===== src/design/tlc_pkg.sv =====
// package: types, constants and register codes for the traffic light controller
package tlc_pkg;

    localparam int ADC_BITS         = 12;
    localparam int TICKS_PER_SECOND = 1000;

    localparam int TIMER_W   = 16;
    localparam int PERIOD_W  = 10;
    localparam int CFG_IDX_W = 3;
    localparam int CFG_DATA_W = 16;
    localparam int COUNT_W   = 7;
    localparam int PHASE_W   = 3;
    localparam int KEY_W     = 2;

    localparam int SEC_MAX = 65535 / TICKS_PER_SECOND;
    localparam int SEC_W   = $clog2(SEC_MAX + 1);
    localparam int SUM_W   = $clog2(2 * SEC_MAX + 1);
    localparam int MS_W    = $clog2(TICKS_PER_SECOND);

    localparam int     RECIP_SHIFT = 17 + $clog2(TICKS_PER_SECOND);
    localparam longint RECIP       = ((64'sd1 <<< RECIP_SHIFT) + TICKS_PER_SECOND - 1)
                                     / TICKS_PER_SECOND;
    localparam int     RECIP_W     = $clog2(RECIP + 1);
    localparam int     PROD_W      = CFG_DATA_W + RECIP_W;

    localparam logic [TIMER_W-1:0]  GREEN_RESET     = 16'd7000;
    localparam logic [TIMER_W-1:0]  YELLOW_RESET    = 16'd3000;
    localparam logic [TIMER_W-1:0]  EMERGENCY_RESET = 16'd10000;
    localparam logic [ADC_BITS-1:0] DARK_RESET      = ADC_BITS'(190);
    localparam logic [PERIOD_W-1:0] SAMPLE_RESET    = 10'd100;
    localparam logic [PERIOD_W-1:0] FLASH_RESET     = 10'd500;

    localparam logic [SEC_W-1:0] GREEN_SECS_RESET  = SEC_W'(7000 / TICKS_PER_SECOND);
    localparam logic [SEC_W-1:0] YELLOW_SECS_RESET = SEC_W'(3000 / TICKS_PER_SECOND);

    localparam logic [COUNT_W-1:0] COUNT_MAX = 7'd99;

    localparam logic [CFG_IDX_W-1:0] CFG_GREEN     = 3'd0;
    localparam logic [CFG_IDX_W-1:0] CFG_YELLOW    = 3'd1;
    localparam logic [CFG_IDX_W-1:0] CFG_EMERGENCY = 3'd2;
    localparam logic [CFG_IDX_W-1:0] CFG_DARK      = 3'd3;
    localparam logic [CFG_IDX_W-1:0] CFG_SAMPLE    = 3'd4;
    localparam logic [CFG_IDX_W-1:0] CFG_FLASH     = 3'd5;

    localparam logic [KEY_W-1:0] KEY_EMERGENCY = 2'd1;
    localparam logic [KEY_W-1:0] KEY_NIGHT     = 2'd2;

    localparam logic [PHASE_W-1:0] PH_A_GREEN  = 3'd0;
    localparam logic [PHASE_W-1:0] PH_A_YELLOW = 3'd1;
    localparam logic [PHASE_W-1:0] PH_B_GREEN  = 3'd2;
    localparam logic [PHASE_W-1:0] PH_B_YELLOW = 3'd3;
    localparam logic [PHASE_W-1:0] PH_EMERG    = 3'd4;
    localparam logic [PHASE_W-1:0] PH_NIGHT    = 3'd5;

    typedef struct packed {
        logic [KEY_W-1:0]    key_code;
        logic [ADC_BITS-1:0] light_level;
    } tlc_in_t;

    typedef struct packed {
        logic               lamp_a_green;
        logic               lamp_a_yellow;
        logic               lamp_a_red;
        logic               lamp_b_green;
        logic               lamp_b_yellow;
        logic               lamp_b_red;
        logic [COUNT_W-1:0] seconds_left_a;
        logic [COUNT_W-1:0] seconds_left_b;
        logic               display_blank;
        logic               buzzer_request;
        logic [PHASE_W-1:0] phase;
    } tlc_out_t;

endpackage


===== src/design/traffic_light_controller_unit.sv =====
// top level: two-road traffic light phase controller, one tick beat per cycle unless stalled
// path: a tick beat goes to the input register, its result to the result register
// throughput: one tick beat per cycle unless the result side stalls, set by the single
// compute stage between the input register and the result register
// reset: async active low, all timers and countdowns cleared, phase A green,
// registers return to their default times
module traffic_light_controller_unit
(
    input  logic                          clk,
    input  logic                          rst_n,
    input  logic                          in_valid,
    output logic                          in_ready,
    input  tlc_pkg::tlc_in_t              in_data,
    output logic                          out_valid,
    input  logic                          out_ready,
    output tlc_pkg::tlc_out_t             out_data,
    input  logic                          cfg_valid,
    output logic                          cfg_ready,
    input  logic [tlc_pkg::CFG_IDX_W-1:0] cfg_index,
    input  logic [tlc_pkg::CFG_DATA_W-1:0] cfg_data
);
    import tlc_pkg::*;

    logic [TIMER_W-1:0]  green_reg, yellow_reg, emerg_reg;
    logic [ADC_BITS-1:0] dark_reg;
    logic [PERIOD_W-1:0] sample_period_reg, flash_half_reg;
    logic [SEC_W-1:0]    green_secs_reg, yellow_secs_reg;

    logic [PHASE_W-1:0]  phase_reg, phase_next;
    logic [TIMER_W-1:0]  phase_timer_reg, phase_timer_next;
    logic [MS_W-1:0]     phase_ms_reg, phase_ms_next;
    logic [SEC_W-1:0]    phase_sec_reg, phase_sec_next;
    logic [PERIOD_W-1:0] flash_timer_reg, flash_timer_next;
    logic [PERIOD_W-1:0] sample_timer_reg, sample_timer_next;
    logic                flash_flag_reg, flash_flag_next;
    logic                night_flag_reg, night_flag_next;
    logic [COUNT_W-1:0]  countdown_a_reg, countdown_a_next;
    logic [COUNT_W-1:0]  countdown_b_reg, countdown_b_next;

    logic     s1_valid_reg;
    tlc_in_t  s1_data_reg;
    logic     out_valid_reg;
    tlc_out_t out_data_reg, out_data_next;
    logic     advance;

    logic [PROD_W-1:0] cfg_prod;
    logic [SEC_W-1:0]  cfg_secs;

    function automatic logic [COUNT_W-1:0] secs_left(input logic [SUM_W-1:0] total,
                                                     input logic [SEC_W-1:0] elapsed);
        logic [SUM_W-1:0] r;
        r = (total > SUM_W'(elapsed)) ? total - SUM_W'(elapsed) : '0;
        if (r > SUM_W'(COUNT_MAX))
        begin
            return COUNT_MAX;
        end
        return COUNT_W'(r);
    endfunction

    // divide by ticks per second through a reciprocal
    assign cfg_prod  = PROD_W'(cfg_data) * PROD_W'(RECIP);
    assign cfg_secs  = SEC_W'(cfg_prod >> RECIP_SHIFT);
    assign cfg_ready = 1'b1;

    always_ff @(posedge clk or negedge rst_n)
    begin
        if (!rst_n)
        begin
            green_reg         <= GREEN_RESET;
            yellow_reg        <= YELLOW_RESET;
            emerg_reg         <= EMERGENCY_RESET;
            dark_reg          <= DARK_RESET;
            sample_period_reg <= SAMPLE_RESET;
            flash_half_reg    <= FLASH_RESET;
            green_secs_reg    <= GREEN_SECS_RESET;
            yellow_secs_reg   <= YELLOW_SECS_RESET;
        end
        else if (cfg_valid && cfg_ready)
        begin
            unique case (cfg_index)
                CFG_GREEN:
                begin
                    green_reg      <= cfg_data;
                    green_secs_reg <= cfg_secs;
                end
                CFG_YELLOW:
                begin
                    yellow_reg      <= cfg_data;
                    yellow_secs_reg <= cfg_secs;
                end
                CFG_EMERGENCY: emerg_reg         <= cfg_data;
                CFG_DARK:      dark_reg          <= cfg_data[ADC_BITS-1:0];
                CFG_SAMPLE:    sample_period_reg <= cfg_data[PERIOD_W-1:0];
                CFG_FLASH:     flash_half_reg    <= cfg_data[PERIOD_W-1:0];
                default:       ;
            endcase
        end
    end

    // handshake
    assign advance  = s1_valid_reg && (!out_valid_reg || out_ready);
    assign in_ready = !s1_valid_reg || advance;

    always_ff @(posedge clk or negedge rst_n)
    begin
        if (!rst_n)
        begin
            s1_valid_reg  <= 1'b0;
            out_valid_reg <= 1'b0;
        end
        else
        begin
            if (in_ready)
            begin
                s1_valid_reg <= in_valid;
            end
            if (advance)
            begin
                out_valid_reg <= 1'b1;
            end
            else if (out_ready)
            begin
                out_valid_reg <= 1'b0;
            end
        end
    end

    always_ff @(posedge clk)
    begin
        if (in_valid && in_ready)
        begin
            s1_data_reg <= in_data;
        end
        if (advance)
        begin
            out_data_reg <= out_data_next;
        end
    end

    // one tick of the controller
    always_comb
    begin
        logic [PHASE_W-1:0] p;
        logic [TIMER_W-1:0] t;
        logic               tclr;
        logic               nf;
        logic               ff;
        logic               blink;
        logic [SUM_W-1:0]   gs;
        logic [SUM_W-1:0]   ys;

        p    = phase_reg;
        tclr = 1'b0;
        if (s1_data_reg.key_code == KEY_EMERGENCY)
        begin
            p = PH_EMERG;
        end
        else if (s1_data_reg.key_code == KEY_NIGHT)
        begin
            p = PH_NIGHT;
        end

        t                 = phase_timer_reg + 1'b1;
        flash_timer_next  = flash_timer_reg + 1'b1;
        sample_timer_next = sample_timer_reg + 1'b1;
        nf                = night_flag_reg;
        ff                = flash_flag_reg;

        if (sample_timer_next >= sample_period_reg)
        begin
            sample_timer_next = '0;
            nf = (s1_data_reg.light_level < dark_reg);
            if (nf && p != PH_NIGHT)
            begin
                p    = PH_NIGHT;
                t    = '0;
                tclr = 1'b1;
            end
            else if (!nf && p == PH_NIGHT)
            begin
                p    = PH_A_GREEN;
                t    = '0;
                tclr = 1'b1;
            end
        end

        if (flash_timer_next >= flash_half_reg)
        begin
            flash_timer_next = '0;
            ff = !ff;
        end

        // phase chain, a zero length lets a phase pass straight on
        if (!nf)
        begin
            if (p == PH_A_GREEN && t >= green_reg)
            begin
                t = '0; tclr = 1'b1; p = PH_A_YELLOW;
            end
            if (p == PH_A_YELLOW && t >= yellow_reg)
            begin
                t = '0; tclr = 1'b1; p = PH_B_GREEN;
            end
            if (p == PH_B_GREEN && t >= green_reg)
            begin
                t = '0; tclr = 1'b1; p = PH_B_YELLOW;
            end
            if (p == PH_B_YELLOW && t >= yellow_reg)
            begin
                t = '0; tclr = 1'b1; p = PH_A_GREEN;
            end
        end

        if (p == PH_EMERG && t >= emerg_reg)
        begin
            t = '0; tclr = 1'b1; p = PH_A_GREEN;
        end

        // seconds and milliseconds of the phase timer, kept alongside it
        if (tclr || phase_timer_reg == '1)
        begin
            phase_ms_next  = '0;
            phase_sec_next = '0;
        end
        else if (phase_ms_reg == MS_W'(TICKS_PER_SECOND - 1))
        begin
            phase_ms_next  = '0;
            phase_sec_next = phase_sec_reg + 1'b1;
        end
        else
        begin
            phase_ms_next  = phase_ms_reg + 1'b1;
            phase_sec_next = phase_sec_reg;
        end

        gs = SUM_W'(green_secs_reg);
        ys = SUM_W'(yellow_secs_reg);
        countdown_a_next = countdown_a_reg;
        countdown_b_next = countdown_b_reg;
        if (phase_ms_next == MS_W'(1))
        begin
            if (p == PH_A_GREEN)
            begin
                countdown_a_next = secs_left(gs, phase_sec_next);
                countdown_b_next = secs_left(gs + ys, phase_sec_next);
            end
            else if (p == PH_B_GREEN)
            begin
                countdown_a_next = secs_left(gs + ys, phase_sec_next);
                countdown_b_next = secs_left(gs, phase_sec_next);
            end
            else if (p == PH_A_YELLOW || p == PH_B_YELLOW)
            begin
                countdown_a_next = secs_left(ys, phase_sec_next);
                countdown_b_next = countdown_a_next;
            end
        end

        phase_next       = p;
        phase_timer_next = t;
        night_flag_next  = nf;
        flash_flag_next  = ff;

        blink = !ff;
        out_data_next = '0;
        unique case (p)
            PH_A_GREEN:
            begin
                out_data_next.lamp_a_green = 1'b1;
                out_data_next.lamp_b_red   = 1'b1;
            end
            PH_A_YELLOW:
            begin
                out_data_next.lamp_a_yellow = blink;
                out_data_next.lamp_b_red    = 1'b1;
            end
            PH_B_GREEN:
            begin
                out_data_next.lamp_a_red   = 1'b1;
                out_data_next.lamp_b_green = 1'b1;
            end
            PH_B_YELLOW:
            begin
                out_data_next.lamp_a_red    = 1'b1;
                out_data_next.lamp_b_yellow = blink;
            end
            PH_EMERG:
            begin
                out_data_next.lamp_a_red = 1'b1;
                out_data_next.lamp_b_red = 1'b1;
            end
            default:
            begin
                out_data_next.lamp_a_yellow = blink;
                out_data_next.lamp_b_yellow = blink;
            end
        endcase
        out_data_next.seconds_left_a = countdown_a_next;
        out_data_next.seconds_left_b = countdown_b_next;
        out_data_next.display_blank  = (p == PH_EMERG || p == PH_NIGHT);
        out_data_next.buzzer_request = (p == PH_A_YELLOW || p == PH_B_YELLOW) && ff;
        out_data_next.phase          = p;
    end

    always_ff @(posedge clk or negedge rst_n)
    begin
        if (!rst_n)
        begin
            phase_reg        <= PH_A_GREEN;
            phase_timer_reg  <= '0;
            phase_ms_reg     <= '0;
            phase_sec_reg    <= '0;
            flash_timer_reg  <= '0;
            sample_timer_reg <= '0;
            flash_flag_reg   <= 1'b0;
            night_flag_reg   <= 1'b0;
            countdown_a_reg  <= '0;
            countdown_b_reg  <= '0;
        end
        else if (advance)
        begin
            phase_reg        <= phase_next;
            phase_timer_reg  <= phase_timer_next;
            phase_ms_reg     <= phase_ms_next;
            phase_sec_reg    <= phase_sec_next;
            flash_timer_reg  <= flash_timer_next;
            sample_timer_reg <= sample_timer_next;
            flash_flag_reg   <= flash_flag_next;
            night_flag_reg   <= night_flag_next;
            countdown_a_reg  <= countdown_a_next;
            countdown_b_reg  <= countdown_b_next;
        end
    end

    assign out_valid = out_valid_reg;
    assign out_data  = out_data_reg;

    // second split tracks the phase timer
    assert property (@(posedge clk) disable iff (!rst_n)
        (32'(phase_sec_reg) * TICKS_PER_SECOND + 32'(phase_ms_reg)) == 32'(phase_timer_reg))
        else $error("phase second split out of step with phase timer");

    // at most one lamp per road
    assert property (@(posedge clk) disable iff (!rst_n)
        out_valid |-> $onehot0({out_data.lamp_a_green, out_data.lamp_a_yellow,
                                out_data.lamp_a_red})
                   && $onehot0({out_data.lamp_b_green, out_data.lamp_b_yellow,
                                out_data.lamp_b_red}))
        else $error("conflicting lamps on one road");

    // an accepted beat is held in the input stage
    assert property (@(posedge clk) disable iff (!rst_n)
        (in_valid && in_ready) |=> s1_valid_reg)
        else $error("accepted beat lost");

    // a stalled result keeps the input stage from advancing
    assert property (@(posedge clk) disable iff (!rst_n)
        (out_valid && !out_ready) |-> !advance)
        else $error("result overwritten while stalled");

endmodule


===== config.mk =====
export PLATFORM = sky130hd
export DESIGN_NAME = traffic_light_controller_unit
export DESIGN_NICKNAME = d
export VERILOG_FILES = /design/src/design/tlc_pkg.sv /design/src/design/traffic_light_controller_unit.sv
export SDC_FILE = /design/constraint.sdc
export NUM_CORES = 1
export LEC_CHECK = 0
export BUFFER_PORTS_ARGS = -buffer_cell sky130_fd_sc_hd__buf_4
export CAP_MARGIN = 20
export CORE_MARGIN = 2
export CORE_UTILIZATION = 55
export CTS_BUF_LIST = sky130_fd_sc_hd__clkbuf_16
export DETAILED_ROUTE_END_ITERATION = 7
export GPL_TIMING_DRIVEN = 1
export PLACE_DENSITY = 0.76
export SETUP_SLACK_MARGIN = 0.3
export SLEW_MARGIN = 20
export SYNTH_ARGS = -nofsm -noshare
export SYNTH_HDL_FRONTEND = slang
export SYNTH_SLANG_ARGS = --single-unit

===== constraint.sdc =====
create_clock -name clk -period 33 [get_ports clk]
set_input_delay 3.3 -clock clk [delete_from_list [all_inputs] [get_ports clk]]
set_output_delay 3.3 -clock clk [all_outputs]
set_load 0.005 [all_outputs]

==> insert_results.sql, run 1 <==
INSERT INTO impl_metrics (metric_group, metric, value, unit) VALUES
('outcome', 'result_of_the_run', 'completed', ''),
('floorplan', 'core_area', '30600', 'um^2'),
('placement', 'gpl_wtd_cong', '0.947', ''),
('clock_network', 'tritoncts_buffer_count', '24', ''),
('clock_network', 'clockRootBuffer', 'sky130_fd_sc_hd__clkbuf_16', ''),
('cells_and_area', 'antenna-diode-count', '0', ''),
('detailed_routing', 'detail_route.wirelength', '42.1', 'mm'),
('global_route', 'grtUsageTotal', '26.3', '%'),
('detailed_routing', 'drt-initial-drc-count', '927', ''),
('sta', 'tns', '0', 'ns'),
('pwr', 'worst_ir_drop_vdd', '46.5', 'uV'),
('sta', 'finalHoldViolCount', '0', ''),
('placement', 'detailed_place.area', '17900', 'um^2'),
('sta', 'worst_slew_pin_slew', '1.02', 'ns'),
('clock_network', 'clk-insertion-delay-late', '0.53', 'ns'),
('floorplan', 'io-pin-count', '66', ''),
('placement', 'dp_worst_setup_slack', '15.98', 'ns'),
('floorplan', 'fp.dieArea', '32500', 'um^2'),
('yosys', 'synth.yosys.seq_area_share', '31.8', '%'),
('cells_and_area', 'final_cell_mix', 'sky130_fd_sc_hd__ha_1 (276), sky130_fd_sc_hd__inv_1 (209), sky130_fd_sc_hd__nand2_1 (193)', ''),
('yosys', 'postSynthNetCount', '2218', ''),
('yosys', 'syn_inst', '1861', ''),
('yosys', 'yosysWarnings', '0', ''),
('detailed_routing', 'detail_route.drc_violations', '0', ''),
('floorplan', 'rows', '64', ''),
('worst_hold_path', 'min-delay-path-class', 'reg -> reg', ''),
('yosys', 'yosysTopAreaCellShare', '20.2', '%'),
('detailed_routing', 'routed_via_density', '5.87', ''),
('sta', 'layout_min_cycle_time', '17.34', 'ns'),
('clock_network', 'postCtsHoldBufs', '0', ''),
('cells_and_area', 'final_design_area_no_fill', '18700', 'um^2'),
('detailed_routing', 'drt-wirelength-per-cell', '18.1', 'um'),
('setup_path', 'worst_path_largest_cell_delay', '0.78', 'ns'),
('global_route', 'maximum_number_of_pins_on_one_net_before_global_route_repair', '66', ''),
('floorplan', 'initial_core_util', '55.8', '%'),
('yosys', 'synth_edf_count', '39', ''),
('setup_path', 'critPathCaptureType', 'flop', ''),
('floorplan', 'chipHeight', '180', 'um'),
('detailed_routing', 'drt_pre_antenna_iters', '7', ''),
('yosys', 'synth.distinct_cells', '92', ''),
('yosys', 'mappedNetlistArea', '17100', 'um^2'),
('setup_path', 'path_class', 'reg -> reg', ''),
('detailed_routing', 'vias', '13700', ''),
('detailed_routing', 'final_antenna_net_count', '0', ''),
('clock_network', 'cts_tree', 'built', ''),
('cells_and_area', 'multi_input_comb_area', '10600', 'um^2'),
('sta', 'skew', '0.0255', 'ns'),
('setup_path', 'cpMostUsedCell', 'sky130_fd_sc_hd__nor2_1', ''),
('clock_network', 'bufs_on_longest_clock_path', '3', ''),
('cells_and_area', 'finish.net_count', '2272', ''),
('clock_network', 'cts_htree_levels', '1', ''),
('placement', 'io_buffers', '64', ''),
('cells_and_area', 'largest_reg_flops', '25', ''),
('cells_and_area', 'final_layout_size_suffix_gt1_share', '12.9', '%'),
('yosys', 'postSynth.topFlopCell', 'sky130_fd_sc_hd__dfrtp_1', ''),
('sta', 'max-slew-margin-rel', '31.7', '%'),
('pwr', 'finalPower', '0.00117', 'W'),
('clock_network', 'path_clk_slew', '0.06', 'ns'),
('global_route', 'globalRoute.totalOverflow', '0', ''),
('setup_path', 'critical_path_peak_fanout', '17', ''),
('sta', 'max_clock_freq', '57.7', 'MHz'),
('sta', 'report.final.slew_viol_count', '0', ''),
('cells_and_area', 'layout.cells.most_common', 'sky130_fd_sc_hd__ha_1', ''),
('global_route', 'initial_antenna_violation_count', '0', ''),
('sta', 'rsz0062_at_grt', 'false', ''),
('pwr', 'pwr_density_cell', '62.6', 'nW/um^2'),
('yosys', 'synth.largest_area_cell', 'sky130_fd_sc_hd__ha_1', ''),
('cells_and_area', 'ff_latch_area', '5420', 'um^2'),
('setup_path', 'worst_path_max_delay_cell', 'sky130_fd_sc_hd__nor2_1', ''),
('clock_network', 'numClockSinks', '207', ''),
('sta', 'setup_viol', '0', '');
==> kinds of logic (layout without fill, tap and decap cells) <==
logic type | count (synthesis) | after routing | share of synthesized area, %
AO/OA/AOI/OAI | 414 | 414 | 15.9
flip-flops | 207 | 207 | 31.8
XOR/XNOR | 57 | 57 | 2.93
other | 1 | 1 | 0.0220
buffers and inverters | 259 | 331 | 5.96
adder cells (fa/ha/maj) | 320 | 320 | 25.3
AND/OR/NAND/NOR | 558 | 558 | 15.1
multiplexers | 45 | 45 | 2.98
==> Yosys cell counts (6+ instances only) <==
master / number
sky130_fd_sc_hd__xnor2_1: 32
sky130_fd_sc_hd__inv_1: 209
sky130_fd_sc_hd__o22ai_1: 9
sky130_fd_sc_hd__o211ai_1: 13
sky130_fd_sc_hd__nor2_1: 166
sky130_fd_sc_hd__o21bai_1: 6
sky130_fd_sc_hd__o21a_1: 14
sky130_fd_sc_hd__clkbuf_1: 35
sky130_fd_sc_hd__a21o_1: 25
sky130_fd_sc_hd__nand2b_1: 23
sky130_fd_sc_hd__ha_1: 276
sky130_fd_sc_hd__o21ai_0: 152
sky130_fd_sc_hd__nand3_1: 49
sky130_fd_sc_hd__a211oi_1: 21
sky130_fd_sc_hd__nand3b_1: 11
sky130_fd_sc_hd__dfrtp_1: 129
sky130_fd_sc_hd__o31ai_1: 8
sky130_fd_sc_hd__and2_1: 10
sky130_fd_sc_hd__buf_2: 6
sky130_fd_sc_hd__and3_1: 13
sky130_fd_sc_hd__a22oi_1: 6
sky130_fd_sc_hd__xor2_1: 25
sky130_fd_sc_hd__nor3_1: 21
sky130_fd_sc_hd__nand4_1: 15
sky130_fd_sc_hd__a21oi_1: 72
sky130_fd_sc_hd__or2_2: 18
sky130_fd_sc_hd__fa_1: 43
sky130_fd_sc_hd__edfxtp_1: 39
sky130_fd_sc_hd__nor2b_1: 12
sky130_fd_sc_hd__dfstp_2: 39
sky130_fd_sc_hd__a31oi_1: 9
sky130_fd_sc_hd__nand2_1: 194
sky130_fd_sc_hd__mux2_2: 40
sky130_fd_sc_hd__a22o_1: 18
==> power breakdown <==
group          internal, W  switching [W]
clock network     0.000162       0.000112
logic             0.000223       0.000326
registers         0.000314      0.0000343
==> worst max-delay path, delay by kind of cell, from the launching register on <==
family                     cells  cell delay [ns]
xor gates and xnor gates       1             0.16
and+or+nand+nor               27             6.40
DFF                            1             0.42
muxes                          1             0.20
adders and majority gates      8             2.46
buffers and inverters          3             0.51
AOI/OAI and AO/OA             30             6.96
==> layer usage <==
metal  track usage (%)  share of wire [%]  wire length [um]  vias to the layer above
met4              8.03                2.9              1220                        0
met5                 0                  0                 0                        -
met2              46.1                 49             20700                      355
met1              34.3                 44             18300                     6639
met3              2.65                4.4              1840                       74
li1                  -                  -                 -                     6595
==> stage by stage <==
stage / util [%] / instances
6_report: 61.2 / 2329
5_1_grt: 61.2 / 2329
4_1_cts: 61.2 / 2329
3_5_place_dp: 58.6 / 2285
3_3_place_gp: 58.6 / 2285
2_1_floorplan: - / 1861
==> worst paths after layout <==
check                           cells past startpoint  slack [ns]                             from                        endpoint
max in group asynchronous                           2       29.06                            rst_n  flash_timer_reg[3]$_DFFE_PN0P_
worst max register to register                     70       15.66  sample_timer_reg[0]$_DFFE_PN0P_           out_data[6]$_DFFE_PP_
worst min register to register                      2        0.48          dark_reg[7]$_DFFE_PN1P_         dark_reg[7]$_DFFE_PN1P_
min in group asynchronous                           1        2.71                            rst_n  countdown_b_reg[2]$_DFFE_PN0P_
worst max-delay path                               70       15.66  sample_timer_reg[0]$_DFFE_PN0P_           out_data[6]$_DFFE_PP_
worst min-delay path                                2        0.48          dark_reg[7]$_DFFE_PN1P_         dark_reg[7]$_DFFE_PN1P_
==> cell type report <==
cell class              instances  area share (%)
inverters                     210            4.21
clock inverters                19            1.00
repair buffers                 77            3.11
multi-input cells            1395            56.7
well taps                     396            2.65
clock buffers                  25            3.34
flip-flops and latches        207            29.0
No activity file was read; power rests on OpenSTA's default activity.
==> inputs of run 2 (changes only) <==
--- a/config.mk
+++ b/config.mk
@@ -12,7 +12,7 @@
 export CTS_BUF_LIST = sky130_fd_sc_hd__clkbuf_16
 export DETAILED_ROUTE_END_ITERATION = 7
 export GPL_TIMING_DRIVEN = 1
-export PLACE_DENSITY = 0.76
+export PLACE_DENSITY = 0.79
 export SETUP_SLACK_MARGIN = 0.3
 export SLEW_MARGIN = 20
 export SYNTH_ARGS = -nofsm -noshare
==> constraint.sdc (replaced) <==
create_clock -name clk -period 15.7 [get_ports clk]
set_input_delay 1.57 -clock clk [delete_from_list [all_inputs] [get_ports clk]]
set_output_delay 1.57 -clock clk [all_outputs]
set_load 0.005 [all_outputs]
==> run 2 against run 1 <==
  * Critical path depth rose by 3
  * Hold slack worse by 0.00071 ns
  * Core utilization rose by 1.5 points
  * First-iteration DRC count up 5.3%
  * Clock power grew 110%
  * Worst setup slack lost 15 ns
  * Sequential power is 110% higher
  * Power rose by 120%
  * Maximum frequency increased by 17%
  * Via count up 1.6%
  * Wire length is 3.3% higher
  * Critical endpoint is now out_data[15]$_DFFE_PP_
  * Largest cell class unchanged
==> insert_results.sql, run 2 (synthesis results as in run 1) <==
INSERT INTO impl_metrics (metric_group, metric, value, unit) VALUES
('outcome', 'result_of_the_run', 'completed', ''),
('detailed_routing', 'detail_route.drc_violations', '0', ''),
('global_route', 'initial_antenna_violation_count', '1', ''),
('clock_network', 'cts_htree_levels', '1', ''),
('setup_path', 'critical_path.startpoint', 'sample_timer_reg[0]$_DFFE_PN0P_', ''),
('pwr', 'total_leakage_power', '9.37', 'nW'),
('pwr', 'pwr_density_cell', '133', 'nW/um^2'),
('sta', 'rsz0062_at_grt', 'false', ''),
('floorplan', 'rows', '64', ''),
('sta', 'layout_min_cycle_time', '14.78', 'ns'),
('placement', 'place_hpwl', '32.6', 'mm'),
('detailed_routing', 'vias', '13900', ''),
('sta', 'report.final.slew_viol_count', '0', ''),
('sta', 'tns', '0', 'ns'),
('clock_network', 'cts_tree', 'built', ''),
('setup_path', 'critical_path_required', '15.96', 'ns'),
('setup_path', 'r2r.worst_path.cells', '73', ''),
('global_route', 'globalRoute.totalOverflow', '0', ''),
('sta', 'setup_viol', '0', ''),
('job', 'cap_viol_max_count', '0', ''),
('worst_hold_path', 'min-delay-path-class', 'reg -> reg', ''),
('placement', 'io_buffers', '64', ''),
('global_route', 'maximum_number_of_pins_on_one_net_before_global_route_repair', '66', ''),
('cells_and_area', 'final_cell_mix', 'sky130_fd_sc_hd__ha_1 (274), sky130_fd_sc_hd__inv_1 (211), sky130_fd_sc_hd__nand2_1 (192)', ''),
('floorplan', 'io-pin-count', '66', ''),
('floorplan', 'chipHeight', '180', 'um'),
('setup_path', 'worst_path_largest_cell_delay', '0.60', 'ns'),
('sta', 'max_clock_freq', '67.7', 'MHz'),
('cells_and_area', 'finish.net_count', '2296', ''),
('sta', 'worst_slew_pin_slew', '1.06', 'ns'),
('floorplan', 'initial_core_util', '55.8', '%'),
('global_route', 'first_pass_grt_wire_length', '70.1', 'mm'),
('floorplan', 'core_area', '30600', 'um^2'),
('detailed_routing', 'drt-wirelength-per-cell', '18.5', 'um'),
('setup_path', 'worstSetupEndpoint', 'out_data[15]$_DFFE_PP_', ''),
('placement', 'gpl_wtd_cong', '1.05', ''),
('sta', 'timing.final.crit_share', '94.1', '%'),
('setup_path', 'critical_path_peak_fanout', '12', ''),
('setup_path', 'worst_setup_path_start_kind', 'flop', ''),
('clock_network', 'numClockSinks', '207', ''),
('setup_path', 'worst_path_max_delay_cell', 'sky130_fd_sc_hd__or4_4', ''),
('setup_path', 'worstPathArrival', '15.04', 'ns'),
('cells_and_area', 'antenna-diode-count', '0', ''),
('sta', 'skew', '0.0223', 'ns'),
('clock_network', 'bufs_on_longest_clock_path', '3', ''),
('detailed_routing', 'routed_via_density', '5.90', ''),
('detailed_routing', 'drt-initial-drc-count', '976', ''),
('cells_and_area', 'largest_reg_flops', '25', ''),
('cells_and_area', 'final_layout_size_suffix_gt1_share', '15.9', '%'),
('pwr', 'worst_ir_drop_vdd', '73.0', 'uV'),
('detailed_routing', 'drt_pre_antenna_iters', '6', ''),
('clock_network', 'tritoncts_buffer_count', '24', ''),
('detailed_routing', 'detail_route.wirelength', '43.5', 'mm'),
('setup_path', 'rr_endpoint', 'out_data[15]$_DFFE_PP_', ''),
('cells_and_area', 'layout.cells.most_common', 'sky130_fd_sc_hd__ha_1', ''),
('floorplan', 'fp.dieArea', '32500', 'um^2'),
('cells_and_area', 'area_growth', '12.5', '%'),
('worst_hold_path', 'min_from', 'dark_reg[9]$_DFFE_PN0P_', ''),
('clock_network', 'path_clk_slew', '0.06', 'ns'),
('setup_path', 'critPathCaptureType', 'flop', ''),
('global_route', 'first_global_vias', '14100', ''),
('cells_and_area', 'utilization', '62.7', '%'),
('setup_path', 'reg2reg_setup_slack', '0.92', 'ns'),
('clock_network', 'clk-insertion-delay-late', '0.53', 'ns'),
('clock_network', 'postCtsHoldBufs', '0', ''),
('floorplan', 'chipWidth', '180', 'um'),
('global_route', 'grtUsageTotal', '26.4', '%'),
('detailed_routing', 'final_antenna_net_count', '0', ''),
('sta', 'whs', '0.481', 'ns'),
('clock_network', 'clockRootBuffer', 'sky130_fd_sc_hd__clkbuf_16', ''),
('setup_path', 'reg2reg_from', 'sample_timer_reg[0]$_DFFE_PN0P_', ''),
('sta', 'max-slew-margin-rel', '29.0', '%'),
('setup_path', 'path_class', 'reg -> reg', ''),
('sta', 'finalHoldViolCount', '0', '');
run 2: final cells by class:
cell class / count / area [um^2]
clock buffer: 25 / 626
clock inverter: 19 / 193
fill: 2576 / 11400
inverter: 210 / 788
multi-input combinational: 1397 / 10900
sequential: 207 / 5430
tap: 396 / 495
timing repair buffer: 99 / 767
run 2: worst min-delay path by stage:
| stage | endpoint | slack, ns | cells past startpoint |
|---|---|---|---|
| floorplan | dark_reg[8]$_DFFE_PN0P_ | 0.45 | 2 |
| global placement | yellow_reg[14]$_DFFE_PN0P_ | 0.46 | 2 |
| detailed placement | dark_reg[9]$_DFFE_PN0P_ | 0.47 | 2 |
| CTS | flash_half_reg[9]$_DFFE_PN0P_ | 0.48 | 2 |
| global route | dark_reg[9]$_DFFE_PN0P_ | 0.50 | 2 |
| finish | dark_reg[9]$_DFFE_PN0P_ | 0.48 | 2 |
run 2: critical path, delay by kind of cell (launching register included):
kind            cells  cell delay (ns)
compound gates     28             5.33
xor+xnor            1             0.10
fa+ha+maj           7             2.07
buf+inv             7             1.07
flops               1             0.42
mux                 1             0.22
simple gates       29             5.28
run 2: layer usage:
metal / part of all wire [%] / GRT usage (%) / up-vias / wire, um
met1: 42 / 33.7 / 6649 / 18300
met3: 6.2 / 3.54 / 96 / 2700
met4: 3.4 / 9.03 / 0 / 1470
li1: - / - / 6657 / -
met5: 0 / 0 / - / 0
met2: 48 / 46.0 / 476 / 21000
run 2: power by group:
part	switching (W)	internal (W)
combinational	0.000729	0.000504
sequential	0.0000751	0.000661
clock	0.000228	0.000354
run 2: per-stage QoR:
| stage | instance area [um^2] | worst slack [ns] | cells | total power [W] |
|---|---|---|---|---|
| floorplan | 17100 | 0.754 | 1861 | 0.00157 |
| global placement | 17900 | 0.190 | 2288 | 0.00183 |
| global route | 19200 | 0.193 | 2353 | 0.00275 |
| CTS | 18800 | 0.327 | 2333 | 0.00248 |
| detailed placement | 17900 | -0.202 | 2288 | 0.00189 |
| finish | 19200 | 0.922 | 2353 | 0.00255 |
run 2: timing repair:
| item | 4_1_cts | 5_1_grt |
|---|---|---|
| resized for setup | 6 | 69 |
| buffers inserted | 1 | 17 |
| setup endpoints to repair | 28 | 28 |
| hold endpoints to repair | 0 | 0 |
| cloned | 0 | 3 |
| pin swaps | 1 | 21 |
